`config.mk`:
```
export PLATFORM = sky130hd
export DESIGN_NAME = radix_digit_emitter_top
export DESIGN_NICKNAME = d
export VERILOG_FILES = /design/src/design/rde_pkg.sv /design/src/design/rde_ram.sv /design/src/design/rde_divider.sv /design/src/design/radix_digit_emitter_top.sv
export SDC_FILE = /design/constraint.sdc
export NUM_CORES = 1
export LEC_CHECK = 0
export BUFFER_PORTS_ARGS = -buffer_cell sky130_fd_sc_hd__buf_4
export CORE_MARGIN = 3
export CORE_UTILIZATION = 35
export CTS_BUF_LIST = sky130_fd_sc_hd__clkbuf_16
export CTS_CLUSTER_DIAMETER = 80
export DETAILED_ROUTE_END_ITERATION = 8
export SETUP_SLACK_MARGIN = 0.3
export SLEW_MARGIN = 10
export SYNTH_ARGS = -nofsm -noshare
export SYNTH_HDL_FRONTEND = slang
export SYNTH_SLANG_ARGS = --single-unit
```
`constraint.sdc`:
```
create_clock -name i_clk -period 3.3 [get_ports i_clk]
set_input_delay 0.66 -clock i_clk [delete_from_list [all_inputs] [get_ports i_clk]]
set_output_delay 0.66 -clock i_clk [all_outputs]
set_load 0.02 [all_outputs]
```
`src/design/rde_pkg.sv`:
```
// ----------------------------------------------------------------------------
// rde_pkg
// shared widths, codes and types of the radix digit emitter
// ----------------------------------------------------------------------------
package rde_pkg;

    localparam int VALUE_W         = 31;
    localparam int RADIX_W         = 6;
    localparam int DIGIT_W         = 6;
    localparam int DIGIT_DEPTH_DEF = 32;

    localparam int S_TDATA_W = 40;
    localparam int M_TDATA_W = 8;
    localparam int M_TUSER_W = 2;

    // tuser bit positions on the result side
    localparam int USER_EMPTY = 0;
    localparam int USER_BAD   = 1;

    localparam logic [RADIX_W-1:0] RADIX_MIN = RADIX_W'(2);
    localparam logic [RADIX_W-1:0] RADIX_MAX = RADIX_W'(36);

    typedef enum logic [2:0] {
        ST_IDLE,
        ST_DIVIDE,
        ST_POP_RD,
        ST_POP_WAIT,
        ST_FLAG
    } t_state;

    typedef struct packed {
        logic busy;
        logic done;
    } t_div_status;

endpackage

```
`src/design/rde_ram.sv`:
```
// ----------------------------------------------------------------------------
// rde_ram
// generic single-write, single-read ram with registered read data
// ----------------------------------------------------------------------------
module rde_ram import rde_pkg::*; #(
    parameter int WIDTH = DIGIT_W,
    parameter int DEPTH = DIGIT_DEPTH_DEF
) (
    input  logic                     i_clk,
    input  logic                     i_we,
    input  logic [$clog2(DEPTH)-1:0] i_waddr,
    input  logic [WIDTH-1:0]         i_wdata,
    input  logic                     i_re,
    input  logic [$clog2(DEPTH)-1:0] i_raddr,
    output logic [WIDTH-1:0]         o_rdata
);

    logic [WIDTH-1:0] r_mem [DEPTH];
    logic [WIDTH-1:0] r_rdata;

    always_ff @(posedge i_clk) begin
        if (i_we) begin
            r_mem[i_waddr] <= i_wdata;
        end
        if (i_re) begin
            r_rdata <= r_mem[i_raddr];
        end
    end

    assign o_rdata = r_rdata;

endmodule

```
`src/design/rde_divider.sv`:
```
// ----------------------------------------------------------------------------
// rde_divider
// bit-serial restoring divider, one quotient bit per cycle
// ----------------------------------------------------------------------------
module rde_divider import rde_pkg::*; (
    input  logic               i_clk,
    input  logic               i_rst_n,
    input  logic               i_start,
    input  logic [VALUE_W-1:0] i_dividend,
    input  logic [RADIX_W-1:0] i_divisor,
    output t_div_status        o_status,
    output logic [VALUE_W-1:0] o_quotient,
    output logic [RADIX_W-1:0] o_remainder
);

    localparam int CNT_W = $clog2(VALUE_W);

    logic               r_busy, n_busy;
    logic               r_done, n_done;
    logic [CNT_W-1:0]   r_cnt, n_cnt;
    logic [VALUE_W-1:0] r_quo, n_quo;
    logic [RADIX_W-1:0] r_rem, n_rem;
    logic [RADIX_W-1:0] r_div, n_div;

    logic [RADIX_W:0]   trial;
    logic               fits;

    // shift in the next dividend bit and try the subtraction
    assign trial = {r_rem, r_quo[VALUE_W-1]};
    assign fits  = (trial >= {1'b0, r_div});

    always_comb begin
        n_busy = r_busy;
        n_done = 1'b0;
        n_cnt  = r_cnt;
        n_quo  = r_quo;
        n_rem  = r_rem;
        n_div  = r_div;
        if (i_start) begin
            n_busy = 1'b1;
            n_cnt  = '0;
            n_quo  = i_dividend;
            n_rem  = '0;
            n_div  = i_divisor;
        end else if (r_busy) begin
            n_quo = {r_quo[VALUE_W-2:0], fits};
            n_rem = fits ? RADIX_W'(trial - {1'b0, r_div}) : trial[RADIX_W-1:0];
            n_cnt = r_cnt + 1'b1;
            if (r_cnt == CNT_W'(VALUE_W - 1)) begin
                n_busy = 1'b0;
                n_done = 1'b1;
            end
        end
    end

    always_ff @(posedge i_clk) begin
        if (!i_rst_n) begin
            r_busy <= 1'b0;
            r_done <= 1'b0;
            r_cnt  <= '0;
        end else begin
            r_busy <= n_busy;
            r_done <= n_done;
            r_cnt  <= n_cnt;
        end
        r_quo <= n_quo;
        r_rem <= n_rem;
        r_div <= n_div;
    end

    assign o_status.busy = r_busy;
    assign o_status.done = r_done;
    assign o_quotient    = r_quo;
    assign o_remainder   = r_rem;

endmodule

```
`src/design/radix_digit_emitter_top.sv`:
```
// a flagged beat (bad radix or zero value) passes ST_FLAG and is offered from the output
// register once it is free; each digit takes one run of the divider, one quotient bit per
// cycle, and is pushed on the stack, then popped in ST_POP_RD and ST_POP_WAIT per digit;
// input ready only while idle, and the result register lets the next item in before the
// last digit beat is taken
// reset: synchronous active-low i_rst_n clears sequencer, stack level and output valid
// ----------------------------------------------------------------------------
// radix_digit_emitter_top
// converts a value to a base by repeated division, emits digits msd first
// ----------------------------------------------------------------------------
module radix_digit_emitter_top import rde_pkg::*; #(
    parameter int DIGIT_DEPTH = DIGIT_DEPTH_DEF
) (
    input  logic                 i_clk,
    input  logic                 i_rst_n,
    // input beat
    input  logic                 i_s_axis_tvalid,
    output logic                 o_s_axis_tready,
    input  logic [S_TDATA_W-1:0] i_s_axis_tdata,   // [30:0] value, [36:31] radix, rest zero
    // result beat
    output logic                 o_m_axis_tvalid,
    input  logic                 i_m_axis_tready,
    output logic [M_TDATA_W-1:0] o_m_axis_tdata,   // [5:0] digit, rest zero
    output logic                 o_m_axis_tlast,   // last digit of this item
    output logic [M_TUSER_W-1:0] o_m_axis_tuser    // [0] empty_res, [1] bad_radix
);

    localparam int LVL_W = $clog2(DIGIT_DEPTH + 1);
    localparam int AW    = $clog2(DIGIT_DEPTH);

    // input fields
    logic [VALUE_W-1:0] in_value;
    logic [RADIX_W-1:0] in_radix;
    assign in_value = i_s_axis_tdata[VALUE_W-1:0];
    assign in_radix = i_s_axis_tdata[VALUE_W +: RADIX_W];

    t_state             r_state, n_state;
    logic [LVL_W-1:0]   r_level, n_level;   // number of digits on the stack
    logic [RADIX_W-1:0] r_radix, n_radix;

    // output register
    logic               r_out_valid, n_out_valid;
    logic [DIGIT_W-1:0] r_digit, n_digit;
    logic               r_last, n_last;
    logic               r_empty, n_empty;
    logic               r_bad, n_bad;

    // pending flags for the single flagged beat
    logic               r_flag_empty, n_flag_empty;
    logic               r_flag_bad, n_flag_bad;

    // divider hookup
    logic               div_start;
    logic [VALUE_W-1:0] div_dividend;
    t_div_status        div_status;
    logic [VALUE_W-1:0] div_quotient;
    logic [RADIX_W-1:0] div_remainder;

    // digit stack hookup
    logic               stk_we, stk_re;
    logic [AW-1:0]      stk_waddr, stk_raddr;
    logic [DIGIT_W-1:0] stk_rdata;

    logic               in_accept;
    logic               out_free;
    logic               radix_bad;
    logic [LVL_W-1:0]   level_dec;

    assign in_accept = i_s_axis_tvalid && o_s_axis_tready;
    // the result register can take a new beat this cycle
    assign out_free  = !r_out_valid || i_m_axis_tready;
    assign radix_bad = (in_radix < RADIX_MIN) || (in_radix > RADIX_MAX);
    assign level_dec = r_level - 1'b1;

    assign stk_waddr = r_level[AW-1:0];
    assign stk_raddr = level_dec[AW-1:0];

    always_comb begin
        n_state      = r_state;
        n_level      = r_level;
        n_radix      = r_radix;
        n_flag_empty = r_flag_empty;
        n_flag_bad   = r_flag_bad;
        n_digit      = r_digit;
        n_last       = r_last;
        n_empty      = r_empty;
        n_bad        = r_bad;
        // a waiting beat drops once taken
        n_out_valid  = r_out_valid && !i_m_axis_tready;

        o_s_axis_tready = 1'b0;
        div_start       = 1'b0;
        div_dividend    = in_value;
        stk_we          = 1'b0;
        stk_re          = 1'b0;

        case (r_state)
            ST_IDLE: begin
                o_s_axis_tready = 1'b1;
                if (in_accept) begin
                    n_level = '0;
                    n_radix = in_radix;
                    if (radix_bad || (in_value == '0)) begin
                        // bad radix wins over zero value
                        n_flag_bad   = radix_bad;
                        n_flag_empty = !radix_bad;
                        n_state      = ST_FLAG;
                    end else begin
                        div_start = 1'b1;
                        n_state   = ST_DIVIDE;
                    end
                end
            end
            ST_DIVIDE: begin
                if (div_status.done) begin
                    // push the remainder while the stack has room, then divide the quotient again until it is zero
                    if (r_level < LVL_W'(DIGIT_DEPTH)) begin
                        stk_we  = 1'b1;
                        n_level = r_level + 1'b1;
                    end
                    if (div_quotient == '0) begin
                        n_state = ST_POP_RD;
                    end else begin
                        div_start    = 1'b1;
                        div_dividend = div_quotient;
                    end
                end
            end
            ST_POP_RD: begin
                stk_re  = 1'b1;
                n_state = ST_POP_WAIT;
            end
            ST_POP_WAIT: begin
                if (out_free) begin
                    n_out_valid = 1'b1;
                    n_digit     = stk_rdata;
                    n_last      = (r_level == LVL_W'(1));
                    n_empty     = 1'b0;
                    n_bad       = 1'b0;
                    n_level     = level_dec;
                    n_state     = (r_level == LVL_W'(1)) ? ST_IDLE : ST_POP_RD;
                end
            end
            ST_FLAG: begin
                if (out_free) begin
                    n_out_valid = 1'b1;
                    n_digit     = '0;
                    n_last      = 1'b1;
                    n_empty     = r_flag_empty;
                    n_bad       = r_flag_bad;
                    n_state     = ST_IDLE;
                end
            end
            default: begin
                n_state = ST_IDLE;
            end
        endcase
    end

    always_ff @(posedge i_clk) begin
        if (!i_rst_n) begin
            r_state     <= ST_IDLE;
            r_level     <= '0;
            r_out_valid <= 1'b0;
        end else begin
            r_state     <= n_state;
            r_level     <= n_level;
            r_out_valid <= n_out_valid;
        end
        r_radix      <= n_radix;
        r_flag_empty <= n_flag_empty;
        r_flag_bad   <= n_flag_bad;
        r_digit      <= n_digit;
        r_last       <= n_last;
        r_empty      <= n_empty;
        r_bad        <= n_bad;
    end

    // shared divider: radix comes from the input on the first digit, then held
    rde_divider u_divider (
        .i_clk       (i_clk),
        .i_rst_n     (i_rst_n),
        .i_start     (div_start),
        .i_dividend  (div_dividend),
        .i_divisor   ((r_state == ST_IDLE) ? in_radix : r_radix),
        .o_status    (div_status),
        .o_quotient  (div_quotient),
        .o_remainder (div_remainder)
    );

    // digit stack
    rde_ram #(
        .WIDTH (DIGIT_W),
        .DEPTH (DIGIT_DEPTH)
    ) u_stack (
        .i_clk   (i_clk),
        .i_we    (stk_we),
        .i_waddr (stk_waddr),
        .i_wdata (div_remainder),
        .i_re    (stk_re),
        .i_raddr (stk_raddr),
        .o_rdata (stk_rdata)
    );

    assign o_m_axis_tvalid = r_out_valid;
    assign o_m_axis_tdata  = M_TDATA_W'(r_digit);
    assign o_m_axis_tlast  = r_last;

    always_comb begin
        o_m_axis_tuser             = '0;
        o_m_axis_tuser[USER_EMPTY] = r_empty;
        o_m_axis_tuser[USER_BAD]   = r_bad;
    end

endmodule

```
==> results.ini, run 1 <==
[detailed_routing]
ant_nets = 0
drt_first_pass_iters = 7
vias = 6375
route.detailed.drc = 0
via_per_inst = 5.00
wl_per_cell_um = 18.5
drt-initial-drc-count = 314
routed_wl_mm = 23.6

[sta]
finalCritPeriodShare_pct = 81.4
setup_slack_ns = 0.612
finalSetupTns_ns = 0
slew_viol_final = 0
hold_viol_final = 0
slew_headroom_pct = 21.8
finClkSkew_ns = 0.0320
grt_setup_unrepaired = no
min_period_ns = 2.69
worst_slew_pin_slew_ns = 1.17
max_clock_freq_mhz = 372
setup_violations = 0

[power_and_ir_drop]
comb_power_share_pct = 23.2
power.static_leakage_uw = 0.00446
p_int_uw = 7050
cellPowerDensity_nw_per_um2 = 726
pwr-share-clk_pct = 30.2
seq_power_share_pct = 46.6
ir_worst_vdd_mv = 0.484
switching_power_uw = 2770
p_sw_share_pct = 28.2

[floorplanning]
fp.dieArea_sq_um = 35700
core-area_sq_um = 32800
die_h_um = 189
rows = 66
die_w_um = 189
io_pins = 57
start_util_pct = 35.8

[final_layout]
final_layout_size_suffix_gt1_share_pct = 24.4
n_antenna_cell = 0
final_area_sq_um = 13500
nets = 871
layout_common_cells = 252 x edfxtp_1, 70 x nand2_1, 70 x buf_4
final_common_cell = edfxtp_1
area_growth_pct = 15.5

[yosys]
postSynth.asyncResetShare_pct = 0
synth_simple_gate_area_share_pct = 8.91
yosys_warnings = 0
yosysSeqAreaShare_pct = 68.4
muxShareOfSynthArea_pct = 13.3
synthAdderAreaFrac_pct = 1.56
synth_top_family_by_area = multiplexers
synth-compound-area-share_pct = 4.36
synth_cell_type_count = 57
synth_edf_count = 252
syn_area_per_cell_sq_um = 15.7
ys_ff_latch = 275
synth_xor_area_share_pct = 0.821
synth_area_sq_um = 11700
synthFlopType = edfxtp_1
syn-instance-count = 749

[worst_setup_path]
timing.rr.start = r_level[1]
startpoint = r_level[1]
path_max_fanout = 25
worst-endpoint-required_ns = 3.58
path_delay_family = simple AND/OR/NAND/NOR gates
slowest_stage = or4_1
crit_path_end_kind = register
crit_chain = inv_1 > ha_2 > buf_12 > mux4_2 > nand2_1 > a21oi_1 > or4_1
criticalPathCategory = reg -> reg
critical_path_arrival_ns = 2.97
max_stage_delay_ns = 0.55
worstSetupPathDepth = 7
r2r_slack_ns = 0.61
cp-start-kind = register
r2r_cells = 7
cp-endpoint = u_stack.o_rdata[3]
r2r-end = u_stack.o_rdata[3]
cp_num_buf_inv = 2

[clocking]
hold_buffers = 0
cts_buffers = 28
post-cts-setup-buffers = 0
path_clk_slew_ns = 0.06
cts_root_buffer = clkbuf_16
cts_tree = built
cts_buffer_depth = 3
h-tree-depth = 1
insertion_delay_ns = 0.56
clock-sinks = 275
ctsResizeCount = 0

[outcome]
status = completed

[global_routing]
grt_start_max_net_pins = 55
grt_pass1_vias = 6499
track_usage_pct = 13.2
antenna_found_initial = 0
grt_first_pass_wirelength_mm = 36.7
grt-ovfl-total = 0

[placement]
dp_hpwl_mm = 14.8
dpl-instance-area_sq_um = 12700
gp_congestion = 0.753
dp_slack_ns = 0.569
portBuffers = 51

[flow_run]
max_cap_viol_count = 0

[worst_hold_path]
hp-class = in -> reg

Yosys cell counts (all sizes together), types with 2 or more instances:
master	n	share of area [%]
xnor2	4	0.30
edfxtp	252	65
nor2b	12	0.64
o21a	2	0.13
nand2b	3	0.16
and2	4	0.21
or3	3	0.16
mux4	48	9.2
or4	9	0.58
nor3	16	0.82
nand3	5	0.21
nor2	57	1.8
nand4	7	0.37
a22o	2	0.15
buf	23	1.4
ha	13	1.4
nand2	71	2.3
xor2	7	0.52
o32ai	2	0.15
o21ai	13	0.55
nand3b	7	0.45
nor3b	2	0.13
inv	20	0.64
or3b	2	0.15
a31oi	4	0.21
mux2	37	3.6
clkbuf	18	0.58
a211oi	5	0.32
dfxtp	23	3.9
nor4	15	0.80
a21oi	39	1.7
mux2i	6	0.51
power by group through the flow:
stage | registers (uW) | logic (uW) | clock network, uW
6_report | 4580 | 2280 | 2960
5_1_grt | 4610 | 2520 | 3190
4_1_cts | 4580 | 2320 | 3040
3_5_place_dp | 4650 | 2310 | 0
3_3_place_gp | 4650 | 2270 | 0
2_1_floorplan | 4780 | 1440 | 0
kinds of logic (layout without fill, tap and decap cells):
group           after synthesis  after routing
flops                       275            275
simple gates                215            215
mux                          91             91
compound gates               81             81
buf+inv                      61            143
fa+ha+maj                    14             14
xor+xnor                     11             11
other cells                   1              2
registers in the layout, summed over array words and instances (netlist names):
name and count:
r_digit 6, r_empty 1, u_divider.r_cnt 5, u_stack.r_mem 192, u_stack.o_rdata 6, r_radix 6
u_divider.r_div 6, r_flag_bad 1, u_divider.o_remainder 6, u_divider.o_quotient 31, o_m_axis_tlast 1, u_divider.r_done 1
o_m_axis_tvalid 1, r_flag_empty 1, r_state 3, r_level 6, r_bad 1, u_divider.r_busy 1
cell type report:
cell class / count / area (sq um)
well taps: 442 / 553
clock inverters: 21 / 165
multi-input cells: 414 / 3410
fillers: 2976 / 19200
flip-flops and latches: 275 / 8030
clock buffers: 28 / 701
inverters: 20 / 75.1
repair buffers: 74 / 606
worst register-to-register path, delay by kind of cell (launching register included):
kind	cells	cell delay, ns
simple gates	2	0.65
fa+ha+maj	1	0.41
compound gates	1	0.13
buf+inv	2	0.35
flops	1	0.49
mux	1	0.38
metrics by stage:
stage / instances / total power, uW / hold slack (ns) / utilization (%)
CTS: 1274 / 9940 / 0.294 / 41.3
floorplan: 750 / 6220 / 0.458 / -
finish: 1274 / 9820 / 0.317 / 41.3
global placement: 1225 / 6930 / 0.492 / 38.7
global route: 1274 / 10300 / 0.298 / 41.3
detailed placement: 1225 / 6960 / 0.503 / 38.7
worst min path at each step:
stage                            start               end  slack [ns]  cells after the start
floorplan           u_divider.r_cnt[4]  u_divider.r_done        0.46                      2
detailed placement          r_level[5]        r_level[5]        0.50                      2
finish              i_s_axis_tdata[31]        r_radix[0]        0.32                      1
global placement            r_level[5]        r_level[5]        0.49                      2
global route        i_s_axis_tdata[31]        r_radix[0]        0.30                      1
CTS                 i_s_axis_tdata[35]        r_radix[4]        0.29                      1
metal layers:
layer  GRT usage, %  vias to the layer above  share of wire, %
met5              0                        -                 0
met4           4.07                        0               2.4
met3           2.24                       37               4.6
met2           22.3                      148                50
met1           17.5                     3174                43
li1               -                     3016                 -
Note: power is estimated with default switching activity, not from simulation.
==> run 2: changes to the inputs <==
ABC_AREA = 1   (was default)
clock period = 2.55 ns   (was 3.3 ns; I/O delays follow)
==> results.ini, run 2 <==
[sta]
finalSetupTns_ns = 0  ; unchanged
grt_setup_unrepaired = yes  ; was no
min_period_ns = 2.22  ; was 2.69 ns
setup_violations = 0  ; unchanged
finalCritPeriodShare_pct = 87.0  ; was 81.4%
finClkSkew_ns = 0.0188  ; was 0.0320 ns
slew_headroom_pct = 63.6  ; was 21.8%
slew_viol_final = 0  ; unchanged
worst_slew_pin_slew_ns = 0.544  ; was 1.17 ns
max_clock_freq_mhz = 451  ; was 372 MHz
hold_viol_final = 0  ; unchanged

[global_routing]
track_usage_pct = 14.5  ; was 13.2%
grt_first_pass_wirelength_mm = 42.7  ; was 36.7 mm
grt-ovfl-total = 0  ; unchanged
grt_start_max_net_pins = 100  ; was 55
antenna_found_initial = 0  ; unchanged
grt_pass1_vias = 7872  ; was 6499

[clocking]
cts_tree = built  ; unchanged
insertion_delay_ns = 0.54  ; was 0.56 ns
clock-sinks = 275  ; unchanged
cts_buffers = 28  ; unchanged
hold_buffers = 0  ; unchanged
cts_root_buffer = clkbuf_16  ; unchanged
h-tree-depth = 1  ; unchanged
cts_buffer_depth = 3  ; unchanged
path_clk_slew_ns = 0.06  ; about the same

[power_and_ir_drop]
ir_worst_vdd_mv = 0.685  ; was 0.484 mV
power.static_leakage_uw = 0.00521  ; was 0.00446 uW
cellPowerDensity_nw_per_um2 = 1030  ; was 726 nW/um^2

[worst_setup_path]
worst-endpoint-required_ns = 2.71  ; was 3.58 ns
cp-start-kind = register  ; unchanged
r2r-end = u_stack.r_mem[24][1]  ; was u_stack.o_rdata[3]
r2r_slack_ns = 0.33  ; was 0.61 ns
cpMostUsedCell = nor2_1
critical_path_arrival_ns = 2.38  ; was 2.97 ns
crit_chain = nor2_1 > nand2_2 > nor2_1 > nand2_1 > nor2_1  ; was inv_1 > ha_2 > buf_12 > mux4_2 > nand2_1 > a21oi_1 > or4_1
r2r_cells = 5  ; was 7
criticalPathCategory = reg -> reg  ; unchanged
max_stage_delay_ns = 0.54  ; was 0.55 ns
path_max_fanout = 8  ; was 25
crit_path_end_kind = register  ; unchanged
timing.rr.start = r_state[2]  ; was r_level[1]
slowest_stage = nor2_1  ; was or4_1

[detailed_routing]
wl_per_cell_um = 16.1  ; was 18.5 um
drt-initial-drc-count = 587  ; was 314
ant_nets = 0  ; unchanged
drt_first_pass_iters = 5  ; was 7
via_per_inst = 4.96  ; was 5.00
routed_wl_mm = 27.0  ; was 23.6 mm
vias = 8295  ; was 6375
route.detailed.drc = 0  ; unchanged

[worst_hold_path]
hp-class = in -> reg  ; unchanged
hold_end = r_radix[2]  ; was r_radix[0]
min_from = i_s_axis_tdata[33]  ; was i_s_axis_tdata[31]
hold_depth = 1  ; unchanged

[final_layout]
n_antenna_cell = 0  ; unchanged
fillers = 3227  ; was 2976
final_area_sq_um = 14200  ; was 13500 sq um
final_common_cell = edfxtp_1  ; unchanged
largest_reg_flops = 192  ; unchanged
nets = 1262  ; was 871
area_growth_pct = 16.7  ; was 15.5%
fin_util_pct = 41.9  ; was 41.3%
regMostFlops = u_stack.r_mem  ; unchanged
layout_common_cells = 252 x edfxtp_1, 240 x nor2_1, 154 x nand2_1  ; was 252 x edfxtp_1, 70 x nand2_1, 70 x buf_4
final_layout_size_suffix_gt1_share_pct = 13.6  ; was 24.4%

[yosys]
ys_ff_latch = 275  ; unchanged
yosys_warnings = 0  ; unchanged
synth_top_area_share_pct = 62.1  ; was 64.5%
synth_top_area_cell = edfxtp_1  ; unchanged
yosysSeqAreaShare_pct = 65.9  ; was 68.4%
syn_area_per_cell_sq_um = 10.8  ; was 15.7 sq um
synth_edf_count = 252  ; unchanged
synthFlopType = edfxtp_1  ; unchanged
postSynth.asyncResetShare_pct = 0  ; unchanged
syn-instance-count = 1130  ; was 749
synth_cell_type_count = 44  ; was 57
synth.most_common_cell = edfxtp_1  ; unchanged
synth_area_leaders = edfxtp_1 62%, nor2_1 7.5%, nand2_1 4.7%  ; was edfxtp_1 65%, mux4_2 9.2%, dfxtp_1 3.9%
synth_area_sq_um = 12200  ; was 11700 sq um
synth.top_cells.by_count = 252 x edfxtp_1, 243 x nor2_1, 154 x nand2_1  ; was 252 x edfxtp_1, 70 x nand2_1, 57 x nor2_1

[placement]
gp_congestion = 0.817  ; was 0.753
dpl-instance-area_sq_um = 13200  ; was 12700 sq um
portBuffers = 51  ; unchanged
dp_hpwl_mm = 16.9  ; was 14.8 mm

[floorplanning]
die_h_um = 193  ; was 189 um
start_util_pct = 35.9  ; was 35.8%
die_w_um = 193  ; was 189 um
fp.dieArea_sq_um = 37100  ; was 35700 sq um
io_pins = 57  ; unchanged
rows = 67  ; was 66
core-area_sq_um = 34000  ; was 32800 sq um

[flow_run]
max_cap_viol_count = 0  ; unchanged

[outcome]
status = completed  ; unchanged

-- run 2: cell types whose count changed in the layout (fill, tap and decap cells not counted), moves of 15 or more --
cell / change
nor4_1: -15
inv_1: +30
mux4_2: -48
nand2_1: +84
buf_4: +21
mux2_2: -34
nor2_1: +183
o211ai_1: +47
a21oi_1: -23
nand3_1: +85
o21ai_0: +102
-- run 2: logic make-up (layout without fill, tap and decap cells) --
group           Yosys count  count (layout)  share of synthesized area (%)
simple gates            527             527                           18.3
buf+inv                 118             211                           4.55
flops                   275             275                           65.9
fa+ha+maj                14              14                           1.50
other cells               1               2                         0.0308
compound gates          185             185                           8.73
xor+xnor                 10              10                          0.935
-- run 2: area by class of cell --
type / count / area [sq um] / area share [%]
Clock buffer: 29 / 726 / 5.11
Inverter: 59 / 226 / 1.59
Clock inverter: 21 / 120 / 0.845
Tap cell: 448 / 561 / 3.94
Timing Repair Buffer: 102 / 905 / 6.37
Multi-Input combinational cell: 738 / 3640 / 25.6
Sequential cell: 275 / 8030 / 56.5
-- run 2: worst max path at each step --
stage / from / endpoint / slack [ns] / depth (start not counted)
floorplan: r_level[0] / u_stack.o_rdata[4] / 0.30 / 13
global placement: r_level[1] / u_stack.o_rdata[0] / 0.27 / 8
detailed placement: r_level[1] / u_stack.o_rdata[3] / 0.22 / 8
CTS: r_state[2] / u_stack.r_mem[16][2] / 0.33 / 5
global route: r_state[2] / u_stack.r_mem[24][1] / 0.17 / 5
finish: r_state[2] / u_stack.r_mem[24][1] / 0.33 / 5
-- run 2: critical path, delay by kind of cell (launching register included) --
family,cells,cell delay (ns)
AND/OR/NAND/NOR,5,1.42
flip-flops,1,0.42
-- run 2: repair_timing --
action,4_1_cts,5_1_grt
setup endpoints to repair,6,70
gates resized for setup,5,8
buffers inserted,1,2
cloned,2,0
pin swaps,1,3
-- run 2: power by group --
| part | internal, uW | switching, uW |
|---|---|---|
| clock | 2140 | 1630 |
| combinational | 1700 | 3280 |
| sequential | 5750 | 179 |
| total | 9590 | 5090 |
-- run 2: through the flow --
| step | hold slack [ns] | setup slack (ns) | std cells | total power (uW) |
|---|---|---|---|---|
| after floorplan | 0.473 | 0.300 | 1131 | 9220 |
| after detailed placement | 0.504 | 0.224 | 1617 | 10800 |
| final | 0.161 | 0.332 | 1672 | 14700 |
| after global placement | 0.500 | 0.267 | 1617 | 10700 |
| after global routing | 0.147 | 0.166 | 1672 | 15500 |
| after CTS | 0.131 | 0.331 | 1670 | 14700 |
-- run 2: routing by layer --
metal,share of wire [%],global-route usage [%],up-vias
li1,-,-,4086
met5,0,0,-
met3,5.5,2.63,54
met1,45,20.2,3937
met2,47,23.7,218
met4,2.3,3.47,0
==> run 3: changes to the inputs <==
ABC_AREA = default   (was 1)
==> results.ini, run 3 (same netlist as run 1, synthesis figures left out) <==
[power_and_ir_drop]
power.static_leakage_uw = 0.00487  ; was 0.00521 uW
ir_worst_vdd_mv = 0.595  ; was 0.685 mV
cellPowerDensity_nw_per_um2 = 925  ; was 1030 nW/um^2

[detailed_routing]
ant_nets = 0  ; unchanged
wl_per_cell_um = 18.9  ; was 16.1 um
vias = 6588  ; was 8295
routed_wl_mm = 25.3  ; was 27.0 mm
via_per_inst = 4.91  ; was 4.96
drt_first_pass_iters = 5  ; unchanged
drt-initial-drc-count = 370  ; was 587
route.detailed.drc = 0  ; unchanged

[final_layout]
nets = 936  ; was 1262
regMostFlops = u_stack.r_mem  ; unchanged
layout_common_cells = 252 x edfxtp_1, 124 x buf_4, 59 x nand2_1  ; was 252 x edfxtp_1, 240 x nor2_1, 154 x nand2_1
fin_util_pct = 43.6  ; was 41.9%
area_growth_pct = 21.9  ; was 16.7%
final_layout_size_suffix_gt1_share_pct = 32.8  ; was 13.6%
final_common_cell = edfxtp_1  ; unchanged
n_antenna_cell = 0  ; unchanged
largest_reg_flops = 192  ; unchanged
instances_no_fill = 1341  ; was 1672

[clocking]
path_clk_slew_ns = 0.06  ; about the same
h-tree-depth = 1  ; unchanged
cts_buffer_depth = 3  ; unchanged
clock-sinks = 275  ; unchanged
insertion_delay_ns = 0.57  ; was 0.54 ns
cts_tree = built  ; unchanged
cts_root_buffer = clkbuf_16  ; unchanged
cts_buffers = 30  ; was 28

[floorplanning]
die_h_um = 189  ; was 193 um
die_w_um = 189  ; was 193 um
rows = 66  ; was 67
core-area_sq_um = 32800  ; was 34000 sq um
io_pins = 57  ; unchanged
start_util_pct = 35.8  ; was 35.9%
fp.dieArea_sq_um = 35700  ; was 37100 sq um

[worst_setup_path]
cp-start-kind = register  ; unchanged
path_max_fanout = 5  ; was 8
worst-endpoint-required_ns = 2.85  ; was 2.71 ns
critical_path_arrival_ns = 2.66  ; was 2.38 ns
crit_path_end_kind = register  ; unchanged
criticalPathCategory = reg -> reg  ; unchanged

[global_routing]
grt_busiest_layer = met2  ; unchanged
grt_start_max_net_pins = 35  ; was 100
grt_pass1_vias = 6829  ; was 7872
grt_first_pass_wirelength_mm = 39.4  ; was 42.7 mm
grt_use_met3_pct = 2.46  ; was 2.63%
grt_util_met1_pct = 19.9  ; was 20.2%
grt-ovfl-total = 0  ; unchanged
track_usage_pct = 14.1  ; was 14.5%
antenna_found_initial = 0  ; unchanged
grt_use_met2_pct = 22.8  ; was 23.7%

[worst_hold_path]
hp-class = in -> reg  ; unchanged

[sta]
hold_ws_ns = 0.134  ; was 0.161 ns
finalCritPeriodShare_pct = 92.6  ; was 87.0%
min_period_ns = 2.36  ; was 2.22 ns
finClkSkew_ns = 0.0295  ; was 0.0188 ns
slew_viol_final = 0  ; unchanged
slew_headroom_pct = 50.0  ; was 63.6%
grt_setup_unrepaired = yes  ; unchanged
setup_violations = 0  ; unchanged
hold_viol_final = 0  ; unchanged
worst_slew_pin_slew_ns = 0.750  ; was 0.544 ns
max_clock_freq_mhz = 424  ; was 451 MHz

[placement]
dp_hpwl_mm = 16.1  ; was 16.9 mm
placed_cells = 1277  ; was 1617
gp_congestion = 0.767  ; was 0.817
portBuffers = 51  ; unchanged

[flow_run]
max_cap_viol_count = 0  ; unchanged

[outcome]
status = completed  ; unchanged

[run 3: changes by cell type in the layout (fill, tap and decap cells not counted), sizes merged, moves of 7 or more]
cell and change:
o21ai -104, buf +33, mux2 +37, or4 +9, nand3 -86, nor4 +15, o211ai -47, nor2 -189
a21oi +23, mux4 +48, nand2 -87, inv -32, nor3 +7, nor2b +12
[run 3: final timing paths]
check	start	to	slack [ns]	cells past startpoint
setup / recovery	r_level[0]	u_stack.o_rdata[0]	0.19	8
hold / removal	i_s_axis_tdata[35]	r_radix[4]	0.13	1
setup reg to reg	r_level[0]	u_stack.o_rdata[0]	0.19	8
hold reg to reg	u_divider.r_cnt[4]	u_divider.r_done	0.50	2
[run 3: per-stage QoR]
| stage | instance area [sq um] | setup slack (ns) | setup TNS (ns) | power, uW |
|---|---|---|---|---|
| after floorplan | 11800 | 0.157 | 0 | 8090 |
| after global placement | 13100 | -0.0469 | -0.756 | 9130 |
| after detailed placement | 13100 | 0.00903 | 0 | 9180 |
| after CTS | 14200 | 0.179 | 0 | 13300 |
| after global routing | 14300 | 0.137 | 0 | 13900 |
| final | 14300 | 0.190 | 0 | 13200 |
[run 3: area by class of cell]
class                           count  area (sq um)
Fill cell                        2947         18500
Inverter                           20          78.8
Multi-Input combinational cell    414          3510
Clock buffer                       30           751
Timing Repair Buffer              137          1220
Tap cell                          442           553
Clock inverter                     23           153
Sequential cell                   275          8040
[run 3: worst max-delay path, stage by stage (launching register included)]
cell,delay (ns)
dfxtp_4,0.38
clkinvlp_4,0.12
ha_4,0.34
buf_12,0.14
clkbuf_16,0.15
mux4_2,0.30
nand2_1,0.10
a21oi_2,0.08
or4_1,0.51
[run 3: routing by layer]
layer  up-vias  routed length [um]
li1       3158                   -
met4         0                 511
met2       136               12000
met1      3262               11700
met3        32                1150
met5         -                   0
[run 3: repair_timing]
| action | in CTS | in global routing |
|---|---|---|
| hold buffers | 0 | 0 |
| cloned | 2 | 1 |
| gates resized for setup | 17 | 14 |
| endpoints found under the setup margin | 81 | 55 |
| pin swaps | 1 | 6 |
| buffers inserted | 6 | 2 |
[run 3: report_power, final]
part / internal, uW / total, uW / switching, uW
Combinational: 1420 / 3320 / 1900
Sequential: 5780 / 5950 / 176
Clock: 2230 / 3950 / 1720
Total: 9430 / 13200 / 3800
